<file path="src/sv/tsrb_pkg.sv">
// ----------------------------------------------------------------------------
// tsrb_pkg
// Shared types and codes for the two-section ring buffer allocator.
// ----------------------------------------------------------------------------
`default_nettype none

package tsrb_pkg;

    localparam int unsigned DEFAULT_BUFFER_BYTES = 1024;
    localparam int unsigned FIELD_W              = 10;
    localparam int unsigned STATUS_W             = 2;

    localparam logic REQ_ALLOC = 1'b0;
    localparam logic REQ_FREE  = 1'b1;

    localparam logic [STATUS_W-1:0] ST_OK       = 2'd0;
    localparam logic [STATUS_W-1:0] ST_NO_SPACE = 2'd1;
    localparam logic [STATUS_W-1:0] ST_MISMATCH = 2'd2;

    typedef struct packed {
        logic               req_type;
        logic [FIELD_W-1:0] write_len;
        logic [FIELD_W-1:0] read_len;
        logic [FIELD_W-1:0] write_start_in;
        logic [FIELD_W-1:0] read_start_in;
    } tsrb_req_t;

    typedef struct packed {
        logic [STATUS_W-1:0] op_status;
        logic [FIELD_W-1:0]  write_start_out;
        logic [FIELD_W-1:0]  read_start_out;
        logic [FIELD_W-1:0]  space_back;
        logic [FIELD_W-1:0]  space_front;
    } tsrb_rsp_t;

endpackage

`default_nettype wire

</file>
<file path="src/sv/tsrb_alloc.sv">
// ----------------------------------------------------------------------------
// tsrb_alloc
// Single-pass allocate/free datapath: next pointers and result for one
// transaction, given the current start and end pointers.
// ----------------------------------------------------------------------------
`default_nettype none

module tsrb_alloc
    import tsrb_pkg::*;
#(
    parameter int unsigned BUFFER_BYTES = DEFAULT_BUFFER_BYTES,
    localparam int unsigned PTR_W = $clog2(BUFFER_BYTES)
)
(
    input  tsrb_req_t        req,
    input  logic [PTR_W-1:0] start_ptr,
    input  logic [PTR_W-1:0] end_ptr,
    output logic [PTR_W-1:0] start_ptr_next,
    output logic [PTR_W-1:0] end_ptr_next,
    output tsrb_rsp_t        rsp
);

    localparam int unsigned CW = ((PTR_W > FIELD_W) ? PTR_W : FIELD_W) + 2;
    localparam logic [CW-1:0] BUF_C = CW'(BUFFER_BYTES);

    // Free pieces {back, front}, each less one guard byte when nonzero.
    function automatic logic [2*CW-1:0] space(input logic [CW-1:0] s,
                                              input logic [CW-1:0] e);
        logic [CW-1:0] b;
        logic [CW-1:0] f;
        if (s <= e)
        begin
            b = BUF_C - e;
            f = s;
        end
        else
        begin
            b = s - e;
            f = '0;
        end
        if (b != '0)
            b = b - CW'(1);
        if (f != '0)
            f = f - CW'(1);
        return {b, f};
    endfunction

    logic [CW-1:0] s_cur, e_cur, back0, front0;
    logic [CW-1:0] wsz, rsz, wst, rst, sa, sb;
    logic          w_first;
    logic          a_back, a_front, b_back, b_front, alloc_ok;
    logic [CW-1:0] pos_a, pos_b, boff1, foff1, back1, front1, boff2, foff2;
    logic [CW-1:0] alloc_end, wpos, rpos;
    logic [CW-1:0] ns;
    logic          free_ok;
    logic [CW-1:0] s_new, e_new, back_n, front_n;
    logic [STATUS_W-1:0] status;

    always_comb
    begin
        s_cur = CW'(start_ptr);
        e_cur = CW'(end_ptr);
        {back0, front0} = space(s_cur, e_cur);

        wsz = CW'(req.write_len);
        rsz = CW'(req.read_len);
        wst = CW'(req.write_start_in);
        rst = CW'(req.read_start_in);

        // Larger section goes first, write on a tie.
        w_first = (wsz >= rsz);
        sa = w_first ? wsz : rsz;
        sb = w_first ? rsz : wsz;

        a_back  = (back0 >= sa);
        a_front = !a_back && (front0 >= sa);
        pos_a   = a_back ? e_cur : '0;
        boff1   = a_back ? e_cur + sa : e_cur;
        foff1   = a_front ? sa : '0;
        back1   = a_back ? back0 - sa : back0;
        front1  = a_front ? front0 - sa : front0;

        b_back  = (back1 >= sb);
        b_front = !b_back && (front1 >= sb);
        pos_b   = b_back ? boff1 : foff1;
        boff2   = b_back ? boff1 + sb : boff1;
        foff2   = b_front ? foff1 + sb : foff1;

        alloc_ok  = (a_back || a_front) && (b_back || b_front);
        alloc_end = (foff2 == '0) ? boff2 : foff2;
        wpos = w_first ? pos_a : pos_b;
        rpos = w_first ? pos_b : pos_a;

        // Free: skip both sections of the oldest transaction.
        ns = '0;
        free_ok = 1'b1;
        priority if (s_cur == wst)
        begin
            ns = s_cur + wsz;
            if (ns == rst)
                ns = ns + rsz;
            else if (rst == '0)
                ns = rsz;
            else
                free_ok = 1'b0;
        end
        else if (s_cur == rst)
        begin
            ns = s_cur + rsz;
            if (ns == wst)
                ns = ns + wsz;
            else if (wst == '0)
                ns = wsz;
            else
                free_ok = 1'b0;
        end
        else if (wst == '0 || rst == '0)
        begin
            ns = wsz + rsz;
        end
        else
        begin
            free_ok = 1'b0;
        end
        if (ns >= BUF_C)
            free_ok = 1'b0;

        s_new  = s_cur;
        e_new  = e_cur;
        status = ST_OK;
        rsp.write_start_out = '0;
        rsp.read_start_out  = '0;
        unique case (req.req_type)
            REQ_ALLOC:
            begin
                if (alloc_ok)
                begin
                    e_new = alloc_end;
                    rsp.write_start_out = wpos[FIELD_W-1:0];
                    rsp.read_start_out  = rpos[FIELD_W-1:0];
                end
                else
                begin
                    status = ST_NO_SPACE;
                end
            end
            REQ_FREE:
            begin
                if (free_ok)
                begin
                    s_new = ns;
                    // Rewind both pointers once the buffer drains.
                    if (ns == e_cur)
                    begin
                        s_new = '0;
                        e_new = '0;
                    end
                end
                else
                begin
                    status = ST_MISMATCH;
                end
            end
            default:
            begin
                status = ST_MISMATCH;
            end
        endcase

        {back_n, front_n} = space(s_new, e_new);
        rsp.op_status   = status;
        rsp.space_back  = back_n[FIELD_W-1:0];
        rsp.space_front = front_n[FIELD_W-1:0];
        start_ptr_next  = s_new[PTR_W-1:0];
        end_ptr_next    = e_new[PTR_W-1:0];
    end

endmodule

`default_nettype wire

</file>
<file path="src/sv/two_section_ring_buffer_allocator.sv">
// ----------------------------------------------------------------------------
// two_section_ring_buffer_allocator
// Circular buffer allocator handing out write/read section pairs.
// ----------------------------------------------------------------------------
// Usage:
//   Drive request and raise start for one cycle per transaction; a
//   transaction is taken at a rising edge with start high and busy low.
//   busy stays low, so a transaction may be issued on every cycle.
//   req_type selects allocate (place two sections, advance the end pointer)
//   or free (advance the start pointer past the oldest pair).
//   Each transaction yields one result on the result port, marked by done
//   for exactly one cycle: the request is registered, then the
//   single-pass allocate/free logic feeds the result register and the
//   pointer registers.
//   Throughput is one transaction per cycle; a transaction sees the
//   pointers left by the one before it.
//   Every result carries the free back and front space after the operation.
//   Reset clears both pointers and drops any transaction in flight.
//   The receiver cannot stall: a result is valid only in its done cycle.
// ----------------------------------------------------------------------------
`default_nettype none

module two_section_ring_buffer_allocator
    import tsrb_pkg::*;
#(
    parameter int unsigned BUFFER_BYTES = DEFAULT_BUFFER_BYTES
)
(
    input  logic      clk,
    input  logic      rst_n,
    input  logic      start,
    output logic      busy,
    input  tsrb_req_t request,
    output logic      done,
    output tsrb_rsp_t result
);

    localparam int unsigned PTR_W = $clog2(BUFFER_BYTES);

    logic             valid_reg;
    tsrb_req_t        req_reg;
    logic             done_reg;
    tsrb_rsp_t        result_reg;
    logic [PTR_W-1:0] start_ptr_reg, end_ptr_reg;
    logic [PTR_W-1:0] start_ptr_next, end_ptr_next;
    tsrb_rsp_t        rsp_next;

    assign busy   = 1'b0;
    assign done   = done_reg;
    assign result = result_reg;

    tsrb_alloc #(
        .BUFFER_BYTES (BUFFER_BYTES)
    ) u_alloc (
        .req            (req_reg),
        .start_ptr      (start_ptr_reg),
        .end_ptr        (end_ptr_reg),
        .start_ptr_next (start_ptr_next),
        .end_ptr_next   (end_ptr_next),
        .rsp            (rsp_next)
    );

    always_ff @(posedge clk or negedge rst_n)
    begin
        if (!rst_n)
        begin
            valid_reg     <= 1'b0;
            done_reg      <= 1'b0;
            start_ptr_reg <= '0;
            end_ptr_reg   <= '0;
        end
        else
        begin
            valid_reg <= start && !busy;
            done_reg  <= valid_reg;
            if (valid_reg)
            begin
                start_ptr_reg <= start_ptr_next;
                end_ptr_reg   <= end_ptr_next;
            end
        end
    end

    // Payload registers: hold unless a transaction moves through.
    always_ff @(posedge clk)
    begin
        if (start && !busy)
            req_reg <= request;
        if (valid_reg)
            result_reg <= rsp_next;
    end

    a_result_follows: assert property (@(posedge clk) disable iff (!rst_n)
        (start && !busy) |=> ##1 done)
        else $error("accepted transaction produced no result");

    a_ptr_range: assert property (@(posedge clk) disable iff (!rst_n)
        (32'(start_ptr_reg) < BUFFER_BYTES) && (32'(end_ptr_reg) < BUFFER_BYTES))
        else $error("pointer beyond buffer");

    a_empty_rewound: assert property (@(posedge clk) disable iff (!rst_n)
        (start_ptr_reg == end_ptr_reg) |-> (start_ptr_reg == '0))
        else $error("empty buffer not rewound to zero");

    a_fail_holds_ptrs: assert property (@(posedge clk) disable iff (!rst_n)
        (done && result.op_status != ST_OK) |->
            ($stable(start_ptr_reg) && $stable(end_ptr_reg)))
        else $error("failed transaction moved a pointer");

    a_fail_zero_offsets: assert property (@(posedge clk) disable iff (!rst_n)
        (done && result.op_status == ST_NO_SPACE) |->
            (result.write_start_out == '0 && result.read_start_out == '0))
        else $error("no-space result carries offsets");

endmodule

`default_nettype wire

</file>
<file path="config.mk">
export PLATFORM = sky130hd
export DESIGN_NAME = two_section_ring_buffer_allocator
export DESIGN_NICKNAME = d
export VERILOG_FILES = /design/src/sv/tsrb_pkg.sv /design/src/sv/tsrb_alloc.sv /design/src/sv/two_section_ring_buffer_allocator.sv
export SDC_FILE = /design/constraint.sdc
export NUM_CORES = 1
export LEC_CHECK = 0
export ABC_AREA = 1
export BUFFER_PORTS_ARGS = -buffer_cell sky130_fd_sc_hd__clkbuf_2
export CAP_MARGIN = 20
export CORE_MARGIN = 3
export CORE_UTILIZATION = 45
export CTS_CLUSTER_SIZE = 12
export DETAILED_ROUTE_END_ITERATION = 10
export PLACE_DENSITY = 0.7
export SLEW_MARGIN = 20
export SYNTH_ARGS = -nofsm -noshare
export SYNTH_HDL_FRONTEND = slang
export SYNTH_SLANG_ARGS = --single-unit
</file>
<file path="constraint.sdc">
create_clock -name clk -period 20.9 [get_ports clk]
set_clock_uncertainty 0.15 [all_clocks]
set_input_delay 2.09 -clock clk [delete_from_list [all_inputs] [get_ports clk]]
set_output_delay 2.09 -clock clk [all_outputs]
set_load 0.01 [all_outputs]
</file>
==> impl_metrics.py <==
metrics = {
    "outcome": {
        "status": "finished, final reports clean",
    },
    "timing": {
        "fin_tns_setup_ns": 0,
        "finalSetupViolations": 0,
        "fmax_mhz": 67.7,
        "worst_pin_slew_ns": 1.19,
        "period_share_pct": 70.6,
        "relSlewSlack_pct": 20.1,
        "slew_violations": 0,
        "final.setup.worst_slack_ns": 6.13,
        "rsz0062_at_grt": "no",
        "final_hold_viol_count": 0,
        "min_period_ns": 14.77,
    },
    "global_route": {
        "grt_overflow_total": 0,
        "antenna_found_initial": 0,
        "grt_pass1_wl_um": 75700,
        "grt_pass1_vias": 14000,
        "grt_max_degree": 64,
        "grtUsageTotal_pct": 27.1,
    },
    "die": {
        "ioPinCount": 88,
        "start_util_pct": 46.1,
        "dieArea_um2": 35000,
        "rows": 65,
        "fp.dieW_um": 187,
        "core_um2": 32000,
        "die_y_um": 187,
    },
    "cells_and_area": {
        "final_nets": 2514,
        "regArea_um2": 3040,
        "diodes": 0,
        "n_fill_cell": 3287,
        "drive_gt1_share_pct": 9.90,
        "largest_reg_flops": 42,
        "syn2layout_area_growth_pct": 7.87,
        "multi_input_area_um2": 10300,
    },
    "min_path": {
        "hold-path-endpoint": "result[40]",
        "hp-class": "reg2reg",
        "hold_depth": 1,
        "hp-start": "req_reg[40]",
    },
    "clock_tree": {
        "cts_tree": "done",
        "ctsRootBufferMaster": "clkbuf_16",
        "clkTransAtPathRegs_ns": 0.08,
        "postCtsHoldBufs": 0,
        "clock_path_buffers": 2,
        "postCtsSetupBuffers": 0,
        "clock_latency_ns": 0.37,
        "numCtsBuffers": 9,
        "clock_sinks": 105,
        "htree_num_levels": 3,
        "cts-resized-gates": 0,
    },
    "synthesis": {
        "yosysWarnings": 0,
        "ys_types": 59,
        "synthFlopType": "edfxtp_1",
        "synthArstFlopShare_pct": 21.0,
        "avgSynthCellArea_um2": 6.61,
        "yosysSeqAreaShare_pct": 20.6,
        "netlist_area_um2": 14800,
        "synth_edf_count": 83,
        "synth_seq_cells": 105,
        "syn_inst": 2232,
    },
    "worst_setup_path": {
        "critPathSlowestCell": "nor2_1",
        "cpPeakStageDelay_ns": 0.60,
        "worst_ep_required_time_ns": 20.88,
        "crit_path_frequent_cell": "nand2_1",
        "path_buf_inv": 11,
        "rrSetupSlack_ns": 6.13,
        "reg2reg_to": "result[19]",
        "path_class": "reg2reg",
        "critPathMaxFanout": 40,
        "r2r-start": "end_ptr_reg[4]",
        "crit_family": "simple AND/OR/NAND/NOR gates",
        "start_kind": "flip-flop",
        "crit_path_end_kind": "flip-flop",
        "reg2regPathDepth": 80,
        "cp.arrival_ns": 14.74,
    },
    "placement": {
        "numPortBuffers": 86,
        "hpwl_um": 40100,
        "pre_cts_ws_ns": 6.56,
        "place_congestion": 0.992,
    },
    "routing": {
        "via_per_inst": 5.56,
        "route.detailed.drc": 0,
        "drt-pass1-iter-count": 6,
        "ant_nets": 0,
        "num_vias": 15200,
        "routed_wl_um": 49300,
        "drtIter0Drc": 1512,
        "wl_per_cell_um": 18.0,
    },
    "job": {
        "cap_violations": 0,
    },
}
==> synth_stat cells (all sizes together) (2+ instances only) <==
library cell    n  area share, %
nand2         621             17
inv           302            7.7
nor2          189            5.6
o21ai         185            6.3
nand3         171            6.3
ha            160             14
a21oi         137            4.6
edfxtp         83             17
xor2           74            4.4
nand4          46            2.0
xnor2          41            2.4
clkbuf         28           0.71
nor3           24           0.88
buf            23            1.1
dfrtp          22            3.7
or2            15           0.64
a31oi          14           0.59
nor4           14           0.59
nand3b         13           0.66
fa             12            1.6
o21bai         11           0.59
o211ai          8           0.41
a21boi          5           0.28
a21o            4           0.20
clkinv          4           0.10
nor3b           4           0.24
a211oi          3           0.15
a221oi          3           0.18
o31ai           3           0.15
and3            2          0.085
o21a            2           0.10
o22ai           2          0.085
==> cell type report <==
type	count	area share, %
clock buffers	13	1.71
repair buffers	105	3.60
flip-flops and latches	105	19.1
well taps	435	3.42
clock inverters	3	0.181
inverters	306	7.23
multi-input cells	1771	64.7
==> per-stage QoR <==
step	utilization [%]	cells	hold WS, ns	instance area [µm²]
3_3_place_gp	48.8	2722	0.465	15600
5_1_grt	49.8	2738	0.494	15900
2_1_floorplan	-	2233	0.381	14800
4_1_cts	49.8	2738	0.475	15900
6_report	49.8	2738	0.461	15900
3_5_place_dp	48.8	2722	0.468	15600
==> per-layer routing <==
metal / wire (µm) / vias up / track usage (%)
li1: - / 7516 / -
met1: 21900 / 7007 / 36.2
met2: 22400 / 602 / 45.2
met3: 3120 / 103 / 3.37
met4: 1780 / 0 / 10.1
met5: 0 / - / 0
==> logic make-up after synthesis <==
logic type	Yosys count	synth area share [%]
flip-flops	105	20.6
XOR/XNOR	116	6.98
AND/OR/NAND/NOR	1100	33.6
buffers and inverters	357	9.61
other	1	0.0254
AO/OA/AOI/OAI	380	13.9
multiplexers	1	0.0679
adder cells (fa/ha/maj)	172	15.2
==> cell usage in the layout, fill, tap and decap left out, types with 74 or more instances in the layout <==
cell      Yosys  routed
ha_1        160     160
clkbuf_2      0      85
o21ai_0     179     179
nor2_1      164     164
a21oi_1     137     137
nand3_1     160     159
nand2_1     587     587
inv_1       285     285
xor2_1       74      74
edfxtp_1     83      83
==> worst max path at each step <==
stage,from,end,slack [ns],depth (start not counted)
after floorplan,end_ptr_reg[2],result[7],9.41,80
after CTS,end_ptr_reg[4],result[19],6.50,80
after global placement,req_reg[27],result[19],6.99,71
after global routing,end_ptr_reg[4],result[4],4.83,82
after detailed placement,end_ptr_reg[4],result[19],6.56,80
final,end_ptr_reg[4],result[19],6.13,80
Power is not shown: default switching activity piles up to over one toggle a cycle in this logic, so the estimate is an artifact.
